## config.mk

```make
export PLATFORM = sky130hd
export DESIGN_NAME = rrw_shape
export DESIGN_NICKNAME = d
export VERILOG_FILES = /design/src/rtl/core/rrw_pkg.sv /design/src/rtl/core/rrw_shape.sv
export SDC_FILE = /design/constraint.sdc
export NUM_CORES = 1
export LEC_CHECK = 0
export BUFFER_PORTS_ARGS = -buffer_cell sky130_fd_sc_hd__buf_2
export CAP_MARGIN = 20
export CORE_ASPECT_RATIO = 0.5
export CORE_MARGIN = 1.5
export CORE_UTILIZATION = 26
export CTS_CLUSTER_DIAMETER = 200
export DETAILED_ROUTE_END_ITERATION = 10
export SLEW_MARGIN = 30
export SYNTH_ARGS = -nofsm -noshare
export SYNTH_HDL_FRONTEND = slang
export SYNTH_SLANG_ARGS = --single-unit
export TNS_END_PERCENT = 30
```

## constraint.sdc

```tcl
create_clock -name i_clk -period 16.24 [get_ports i_clk]
set_clock_uncertainty 0.15 [all_clocks]
set_input_delay 0.812 -clock i_clk [delete_from_list [all_inputs] [get_ports i_clk]]
set_output_delay 0.812 -clock i_clk [all_outputs]
set_load 0.01 [all_outputs]
```

## src/rtl/core/rrw_pkg.sv

```systemverilog
`timescale 1ns / 1ps
`default_nettype none
package rrw_pkg;

    localparam int FRAC_BITS  = 16;
    localparam int X_W        = 32;                 // residual width
    localparam int MAGX_W     = X_W;                // |x| up to 2^31
    localparam int SIGMA_W    = 31;
    localparam int K_W        = 24;
    localparam int W_W        = FRAC_BITS + 1;      // weight width
    localparam int DIV1_STEPS = MAGX_W + 1;         // quotient bits below the overflow check
    localparam int DIV2_STEPS = W_W;                // quotient bits of the weight divide
    localparam int DIV2_N_W   = MAGX_W + FRAC_BITS; // widest dividend of the weight divide

    typedef enum logic {
        MODE_HUBER    = 1'b0,
        MODE_BISQUARE = 1'b1
    } t_mode;

    typedef enum logic [1:0] {
        REG_MODE  = 2'd0,
        REG_K     = 2'd1,
        REG_SIGMA = 2'd2
    } t_reg_idx;

    typedef struct packed {
        logic             valid;
        t_mode            mode;
        logic             sat;
        logic [K_W-1:0]   k;
    } t_ctl;

endpackage
`default_nettype wire

```

## src/rtl/core/rrw_shape.sv

```systemverilog
`timescale 1ns / 1ps
`default_nettype none
module rrw_shape
    import rrw_pkg::*;
(
    input  wire logic           i_clk,
    input  wire logic           i_rst_n,
    input  wire logic           i_adv,
    input  wire t_ctl           i_ctl,
    input  wire logic           i_inside,
    input  wire logic [W_W-1:0] i_q,
    output t_ctl                o_ctl,
    output logic [W_W-1:0]      o_weight
);
    localparam logic [W_W-1:0] ONE_FX = W_W'(1) << FRAC_BITS;

    t_ctl                 r_ctl1, r_ctl2, r_ctl3;
    logic                 r_in1, r_in2;
    logic [W_W-1:0]       r_q1, r_q2;
    logic [2*W_W-1:0]     r_aa;
    logic [2*W_W-1:0]     r_bb;
    logic [W_W-1:0]       r_w;
    logic [W_W-1:0]       n_b;

    assign n_b = ONE_FX - r_aa[FRAC_BITS+W_W-1:FRAC_BITS];

    always_ff @(posedge i_clk) begin
        if (!i_rst_n) begin
            r_ctl1.valid <= 1'b0;
            r_ctl2.valid <= 1'b0;
            r_ctl3.valid <= 1'b0;
        end else if (i_adv) begin
            r_ctl1 <= i_ctl;
            r_ctl2 <= r_ctl1;
            r_ctl3 <= r_ctl2;
        end
        if (i_adv) begin
            r_in1 <= i_inside;
            r_q1  <= i_q;
            r_aa  <= i_q * i_q;
            r_in2 <= r_in1;
            r_q2  <= r_q1;
            r_bb  <= n_b * n_b;
            if (r_ctl2.mode == MODE_BISQUARE) begin
                r_w <= r_in2 ? r_bb[FRAC_BITS+W_W-1:FRAC_BITS] : '0;
            end else begin
                r_w <= r_in2 ? ONE_FX : r_q2;
            end
        end
    end

    assign o_ctl    = r_ctl3;
    assign o_weight = r_w;
endmodule
`default_nettype wire

```

==> run summary <==
GPL Wtd Cong - 0.873
MaxCap Viol Count - 0
CTS sink cnt - 168
Top_reg_cell synth - edfxtp_1
Crit path launch type - flop
Crit path kind - reg -> reg
Die ar. - 0.0815 sq mm
RSZ-0062 raised after global routing - false
Largest net degree at the start of global routing - 79
Starting Density - 26.5%
Max Fclk - 110 MHz
Crit path arrival time - 9.15 ns
Async S/R FF share, synth - 0%
Commonest cells post-synth - inv_1 (538), fa_1 (378), ha_1 (210), edfxtp_1 (165), nand2_1 (161)
Final hold violations - 0
Synth Register Bits - 168
TNS Setup - 0 ns
Cts repair resizes - 0
Relative slew slack - 29.8%
Avg Cell Area, Syn - 10.8 sq um
Synthesis warning total - 0
Grt ovf - 0
Core area - 0.0781 sq mm
Die height - 203 microns
Detail Route Antenna Nets - 0
Synth unique cells - 58
Worst slew pin tran - 1.05 ns
GR Util met1 - 14.3%
Busiest grt layer - met2
P&R area growth vs syn - 11.0%
Worst Hold Class - reg -> reg
Gr usage total - 10.8%
CTS H-Tree Depth - 4
Vias in the first global route - 13900
Top cells by area, synth - fa_1 (37%), edfxtp_1 (24%), ha_1 (13%), inv_1 (9.7%), nand2_1 (2.9%)
Cell type with the largest total area after synthesis - fa_1
Minimum clock period - 9.13 ns
Via-per-instance ratio - 4.19
PortBufs - 91
Antenna cells - 0
Clk_lat worst skew - 0.43 ns
Status - completed
Top Ports - 92
Post-route DRC - 0
Row cnt - 72
WP data required - 16.26 ns
M2 GR Usage - 19.1%
Register area share after synthesis - 24.2%
Setup bufs post-CTS - 0
Initial DRC count - 664
Syn Nets - 2558
Crit share post-route - 56.2%
Mapped cell area - 0.0207 sq mm
Routed len/inst - 14.0 microns
Root buffer cell - clkbuf_16
Final wirelength - 42.7 mm
Critical-path maximum fanout - 10
Initial antenna violation count - 1
Worst-path clk slew - 0.07 ns
# hold bufs at CTS - 0
Cells after Synth - 1922
CTS buffer count - 17
Met3 usage - 1.22%
Most numerous cell in the Yosys netlist - inv_1
CTS tree - done
Global-route wire length before repair - 71.5 mm
Setup violations, final - 0
Placed wire-length estimate - 35.6 mm
First-pass iteration count of the detailed router - 8
Final #Nets - 2641
Fin. max-slew vios - 0
Post-synth top area share - 36.5%
Setup crit end kind - flop
EDFF count, synth - 165
Die outline width - 402 microns
Vias post-DR - 12800
Share of layout cells above drive strength 1 - 7.28%
CTS Buffer Depth - 2
==> layout by cell type (no fill, tap or decap), types with 23 or more instances in the layout <==
cell type,synthesis,final
xor2_1,23,23
fa_1,378,378
nor2_1,101,101
xnor2_1,45,45
a21oi_1,32,32
inv_1,538,538
and2_1,61,60
buf_2,1,90
edfxtp_1,165,165
ha_1,210,210
a21o_1,24,24
nand2_1,161,161
==> logic make-up (layout without fill, tap and decap cells) <==
kind of cell | after synthesis | count (layout) | share of synthesized area [%]
flip-flops | 168 | 168 | 24.2
AND/OR/NAND/NOR | 384 | 384 | 8.53
buffers and inverters | 579 | 675 | 10.5
adder cells (fa/ha/maj) | 588 | 588 | 49.2
XOR/XNOR | 70 | 70 | 3.08
multiplexers | 5 | 5 | 0.254
AO/OA/AOI/OAI | 128 | 128 | 4.27
==> path summary, 6_finish.rpt <==
check | depth (start not counted) | slack [ns] | end | from
setup / recovery | 25 | 7.11 | r_bb[32]$_DFFE_PP_ | r_aa[19]$_DFFE_PP_
hold / removal | 0 | 0.26 | r_q2[4]$_DFFE_PP_ | r_q1[4]$_DFFE_PP_
setup reg to reg | 25 | 7.11 | r_bb[32]$_DFFE_PP_ | r_aa[19]$_DFFE_PP_
hold reg to reg | 0 | 0.26 | r_q2[4]$_DFFE_PP_ | r_q1[4]$_DFFE_PP_
==> through the flow <==
| step | hold slack (ns) | cell area [sq um] | util (%) | setup slack (ns) | cells |
|---|---|---|---|---|---|
| final | 0.263 | 23000 | 29.5 | 7.11 | 3054 |
| after global routing | 0.273 | 23000 | 29.5 | 6.59 | 3054 |
| after CTS | 0.266 | 23000 | 29.5 | 7.15 | 3054 |
| after detailed placement | 0.255 | 22400 | 28.7 | 7.18 | 3022 |
| after global placement | 0.250 | 22400 | 28.7 | 7.54 | 3022 |
| after floorplan | 0.250 | 20700 | - | 8.33 | 1922 |
==> area by class of cell <==
type | instances | area [sq um]
clock buffer | 17 | 425
sequential | 168 | 5010
clock inverter | 15 | 179
timing repair buffer | 98 | 514
multi-input combinational | 1175 | 13500
inverter | 545 | 2050
fill | 7977 | 55100
tap | 1036 | 1300
==> critical path: stages, from the launching register on <==
cell and delay (ns):
edfxtp_1 0.46, or4_1 0.61, or4_1 0.54, xnor2_1 0.73
clkinv_1 0.59, nand2_1 0.26, inv_1 0.07, fa_1 0.48
inv_1 0.05, fa_1 0.49, fa_1 0.51, inv_1 0.05
fa_1 0.44, fa_1 0.51, inv_1 0.05, fa_1 0.47
inv_1 0.04, ha_1 0.30, a21oi_1 0.07, o21ai_0 0.32
o211ai_1 0.17, a31o_2 0.27, o22a_1 0.24, o21ai_0 0.43
a2111oi_0 0.21, a311o_1 0.35
==> layer usage <==
layer | part of all wire, % | vias up
met5 | 0 | -
met4 | 1.3 | 0
met3 | 4.1 | 35
met2 | 50 | 256
met1 | 45 | 6506
li1 | - | 6006
==> flip-flops by register name, summed over array words and instances, names as in the netlist <==
register	cells
r_aa	17
o_ctl	27
r_in2	1
r_q1	17
o_weight	17
r_ctl2	27
r_in1	1
r_ctl1	27
r_bb	17
r_q2	17
Power is left out: the tool's default activity adds up to more than one toggle a clock period on the data nets, which glitch-free logic cannot reach.
