<file path="src/rtl/core/rrw_pkg.sv">
`timescale 1ns / 1ps
`default_nettype none
package rrw_pkg;

    localparam int FRAC_BITS  = 16;
    localparam int X_W        = 32;                 // residual width
    localparam int MAGX_W     = X_W;                // |x| up to 2^31
    localparam int SIGMA_W    = 31;
    localparam int K_W        = 24;
    localparam int W_W        = FRAC_BITS + 1;      // weight width
    localparam int DIV1_STEPS = MAGX_W + 1;         // quotient bits below the overflow check
    localparam int DIV2_STEPS = W_W;                // quotient bits of the weight divide
    localparam int DIV2_N_W   = MAGX_W + FRAC_BITS; // widest dividend of the weight divide

    typedef enum logic {
        MODE_HUBER    = 1'b0,
        MODE_BISQUARE = 1'b1
    } t_mode;

    typedef enum logic [1:0] {
        REG_MODE  = 2'd0,
        REG_K     = 2'd1,
        REG_SIGMA = 2'd2
    } t_reg_idx;

    typedef struct packed {
        logic             valid;
        t_mode            mode;
        logic             sat;
        logic [K_W-1:0]   k;
    } t_ctl;

endpackage
`default_nettype wire

</file>
<file path="src/rtl/core/rrw_weight_div.sv">
`timescale 1ns / 1ps
`default_nettype none
module rrw_weight_div
    import rrw_pkg::*;
(
    input  wire logic              i_clk,
    input  wire logic              i_rst_n,
    input  wire logic              i_adv,
    input  wire t_ctl              i_ctl,
    input  wire logic [MAGX_W-1:0] i_mag_u,
    output t_ctl                   o_ctl,
    output logic                   o_inside,
    output logic [W_W-1:0]         o_q
);
    t_ctl                 r_ctl [0:DIV2_STEPS];
    logic                 r_in  [0:DIV2_STEPS];
    logic [MAGX_W-1:0]    r_d   [0:DIV2_STEPS];
    logic [MAGX_W:0]      r_rem [0:DIV2_STEPS];
    logic [W_W-1:0]       r_num [0:DIV2_STEPS];
    logic [W_W-1:0]       r_q   [0:DIV2_STEPS];

    logic [DIV2_N_W-1:0]  n_n;
    logic [MAGX_W-1:0]    n_d;
    logic [MAGX_W-1:0]    n_k;

    // Huber: (k << F) / |u|; bisquare: (|u| << F) / k. Quotient fits W_W bits when used.
    always_comb begin
        n_k = {{(MAGX_W-K_W){1'b0}}, i_ctl.k};
        if (i_ctl.mode == MODE_BISQUARE) begin
            n_n = {i_mag_u, {FRAC_BITS{1'b0}}};
            n_d = n_k;
        end else begin
            n_n = {n_k, {FRAC_BITS{1'b0}}};
            n_d = i_mag_u;
        end
    end

    always_ff @(posedge i_clk) begin
        if (!i_rst_n) begin
            r_ctl[0].valid <= 1'b0;
        end else if (i_adv) begin
            r_ctl[0] <= i_ctl;
        end
        if (i_adv) begin
            r_in[0]  <= i_mag_u <= n_k;
            r_d[0]   <= n_d;
            r_rem[0] <= {2'b00, n_n[DIV2_N_W-1:W_W]};
            r_num[0] <= n_n[W_W-1:0];
            r_q[0]   <= '0;
        end
    end

    for (genvar g = 0; g < DIV2_STEPS; g++) begin : g_step
        logic [MAGX_W:0] n_t;
        logic            n_ge;
        assign n_t  = {r_rem[g][MAGX_W-1:0], r_num[g][W_W-1]};
        assign n_ge = n_t >= {1'b0, r_d[g]};
        always_ff @(posedge i_clk) begin
            if (!i_rst_n) begin
                r_ctl[g+1].valid <= 1'b0;
            end else if (i_adv) begin
                r_ctl[g+1] <= r_ctl[g];
            end
            if (i_adv) begin
                r_in[g+1]  <= r_in[g];
                r_d[g+1]   <= r_d[g];
                r_rem[g+1] <= n_ge ? n_t - {1'b0, r_d[g]} : n_t;
                r_num[g+1] <= {r_num[g][W_W-2:0], 1'b0};
                r_q[g+1]   <= {r_q[g][W_W-2:0], n_ge};
            end
        end
    end

    assign o_ctl    = r_ctl[DIV2_STEPS];
    assign o_inside = r_in[DIV2_STEPS];
    assign o_q      = r_q[DIV2_STEPS];
endmodule
`default_nettype wire

</file>
<file path="config.mk">
export PLATFORM = sky130hd
export DESIGN_NAME = rrw_weight_div
export DESIGN_NICKNAME = d
export VERILOG_FILES = /design/src/rtl/core/rrw_pkg.sv /design/src/rtl/core/rrw_weight_div.sv
export SDC_FILE = /design/constraint.sdc
export NUM_CORES = 2
export LEC_CHECK = 0
export ABC_AREA = 1
export ABC_CLOCK_PERIOD_IN_PS = 16550
export BUFFER_PORTS_ARGS = -buffer_cell sky130_fd_sc_hd__buf_4
export CORE_UTILIZATION = 38
export DETAILED_ROUTE_END_ITERATION = 8
export PLACE_DENSITY = 0.62
export SYNTH_ARGS = -nofsm -noshare
export SYNTH_HDL_FRONTEND = slang
export SYNTH_SLANG_ARGS = --single-unit
export TNS_END_PERCENT = 10
</file>
<file path="constraint.sdc">
create_clock -name i_clk -period 16.55 [get_ports i_clk]
set_input_delay 0.8275 -clock i_clk [delete_from_list [all_inputs] [get_ports i_clk]]
set_output_delay 0.8275 -clock i_clk [all_outputs]
set_load 0.05 [all_outputs]
</file>
==> impl_metrics.tcl <==
set metrics [dict create \
    cts_tree "built" \
    ant_nets 0 \
    ys.flop_type "edfxtp_1" \
    rsz0062_at_grt "false" \
    ys_ff_latch 1745 \
    critPathMaxFanout 171 \
    p_int_w 0.0115 \
    drt_wl_total_mm 270 \
    stdcell_count 16469 \
    gp_congestion 0.942 \
    fin_skew_ns 0.111 \
    clock_latency_ns 0.87 \
    area_growth_pct 10.3 \
    dieHeight_um 525 \
    dieWidth_um 525 \
    muxShareOfSynthArea_pct 0 \
    synth_top_family_by_area "simple AND/OR/NAND/NOR gates" \
    firstDrtPassIters 6 \
    cts_max_level 4 \
    port_buffers 106 \
    cpLargestDelayFamily "buffers and inverters" \
    initial_utilization_pct 38.3 \
    fin_crit_sh_pct 29.0 \
    min_path_type "input port to flop" \
    dpl.hpwl_mm 211 \
    maxSlewViolCount 0 \
    synth.avg_cell_area_um2 8.26 \
    dieArea_mm2 0.275 \
    p_leak_nw 56.6 \
    ir_drop_mv 0.0977 \
    clock-sinks 1745 \
    post_cts_resized 0 \
    boundaryPins 107 \
    wl_per_cell_um 16.4 \
    status "complete, no violations" \
    slew_headroom_pct 25.8 \
    switching_share_pct 42.3 \
    cpMostUsedCell "buf_4" \
    synthSimpleGateAreaFrac_pct 28.0 \
    grt_pass1_wl_mm 415 \
    rows 191 \
    regArea_mm2 0.0524 \
    clk_pin_slew_ns 0.06 \
    holdWs_ns 0.135 \
    cp.buffers_inverters 6 \
    finalNetCount 13399 \
    setup_viol 0 \
    hold_violations 0 \
    placedCellCount 16127 \
    grt_pass1_vias 71972 \
    synth_area_mm2 0.104 \
    async_flop_share_pct 0 \
    critPathKind "input port to flop" \
    multi_input_area_mm2 0.0409 \
    first_iter_violations 6966 \
    power_frac_clock_pct 21.6 \
    synthAdderAreaFrac_pct 7.14 \
    cp_data_required_time_ns 17.04 \
    fmax_mhz 209 \
    cts_made_buffers 195 \
    synth-warning-count 0 \
    min_period_ns 4.79 \
    crit_arrival_ns 5.28 \
    cts_root_buf "clkbuf_16" \
    synth-compound-area-share_pct 2.26 \
    combinationalPowerShare_pct 44.8 \
    synthCells 12577 \
    start_kind "input port" \
    grt_max_degree 185 \
    via_count 77937 \
    cts_hold_buffers 0 \
    core_mm2 0.271 \
    grt-ovfl-total 0 \
    mappedNetlistNets 13222 \
    synth_xor_area_share_pct 1.89 \
    drive_gt1_share_pct 5.07 \
    tns_ns 0 \
    crit_chain "buf_16 > buf_4 > buf_4 > buf_12 > buf_4 > buf_4" \
    synth_edf_count 1744 \
    cp_slowest_cell "buf_4" \
    drv_cap 0 \
    cts_setup_buffers 0 \
    power_density_mw_per_mm2 173 \
    antenna_found_initial 1 \
    yosysSeqAreaShare_pct 50.4 \
    p_seq_share_pct 33.7 \
    grt_use_total_pct 19.2 \
    drc 0 \
    clk_path_buf_depth 4 \
    synthDistinctLibCells 45 \
    endpoint_kind "flop" \
    worstMarginPinSlew_ns 1.10 \
    routed_via_density 4.73 \
    fillers 26966 \
    power.switching_w 0.00839 \
    cpPeakStageDelay_ns 0.87 \
]
==> synth_stat cells (all sizes together) (63+ instances only) <==
cell	number	share of area, %
nand2	4778	18
inv	2526	9.1
edfxtp	1744	50
nand3	956	5.0
nor2	728	2.8
ha	567	6.8
a21oi	371	1.8
xor2	208	1.8
nand3b	150	1.1
buf	135	1.0
nor3	125	0.65
and2	74	0.45
o21ai	63	0.30
==> power groups by stage <==
stage,clock [W],sequential (W),combinational (W)
CTS,0.00441,0.00670,0.00880
global placement,0,0.00678,0.00871
floorplan,0,0.00648,0.00660
detailed placement,0,0.00679,0.00875
global route,0.00457,0.00674,0.0101
finish,0.00429,0.00668,0.00888
==> final cells by class <==
class,count,share of cell area [%]
antenna,2,0.00437
clock buffer,231,4.44
clock inverter,109,1.07
inverter,2526,8.29
multi-input combinational,8152,35.7
sequential,1745,45.7
tap,3570,3.90
timing repair buffer,134,0.917
==> metrics by stage <==
step	area, um^2	util [%]	setup WS, ns	total power [W]
finish	115000	42.2	11.76	0.0198
global route	115000	42.2	11.35	0.0214
CTS	115000	42.2	11.74	0.0199
detailed placement	108000	39.9	10.85	0.0155
global placement	108000	39.9	10.85	0.0155
floorplan	104000	-	5.75	0.0131
==> state kept, by name (all words and copies together), names as in the netlist <==
signal  flops
r_d       544
r_rem     543
r_num       1
r_q       153
r_ctl     486
r_in       18
==> final timing paths <==
check                         start                     end  slack [ns]  cells after the start
max                           i_adv   r_rem[0][9]$_DFFE_PP_       11.76                      6
min                       i_ctl[24]  r_ctl[0][24]$_DFFE_PP_        0.13                      1
max reg2reg  r_rem[4][26]$_DFFE_PP_  r_rem[5][27]$_DFFE_PP_       13.15                      9
min reg2reg     r_d[4][8]$_DFFE_PP_     r_d[5][8]$_DFFE_PP_        0.38                      0
==> logic make-up after synthesis <==
kind of cell	Yosys count
simple gates	6889
buf+inv	2680
flops	1745
fa+ha+maj	583
compound gates	456
xor+xnor	224
==> routing by layer <==
metal | up-vias | part of all wire, % | wire [um] | GRT usage, %
met2 | 1999 | 47 | 126000 | 32.0
li1 | 40048 | - | - | -
met3 | 403 | 5.4 | 14600 | 2.27
met1 | 35487 | 45 | 122000 | 26.0
met5 | - | 0 | 0 | 0
met4 | 0 | 3.0 | 7960 | 5.81
==> worst reg2reg max path, stage by stage, from the launching register on <==
cell and delay [ns]:
edfxtp_1 0.40, ha_1 0.37, nand2_1 0.20, o21ai_0 0.12, a21oi_1 0.25, nand2_1 0.13
nor2_4 0.71, nand2_4 0.55, nand3_1 0.20, nand2_1 0.10
==> cell usage in the layout, fill, tap and decap left out, types with 17 or more instances in the layout <==
cell / count
nand2_1: 4717
inv_1: 2514
edfxtp_1: 1744
nand3_1: 864
nor2_1: 685
ha_1: 567
a21oi_1: 368
xor2_1: 208
clkbuf_16: 197
nand3b_1: 150
buf_4: 131
nor3_1: 116
nand3_2: 92
and2_1: 74
o21ai_0: 63
nand4_1: 46
nand2_2: 39
nor2_2: 32
clkbuf_1: 31
clkinv_2: 28
clkinv_1: 22
bufinv_16: 21
o21bai_1: 17
Note: power is estimated with default switching activity, not from simulation.
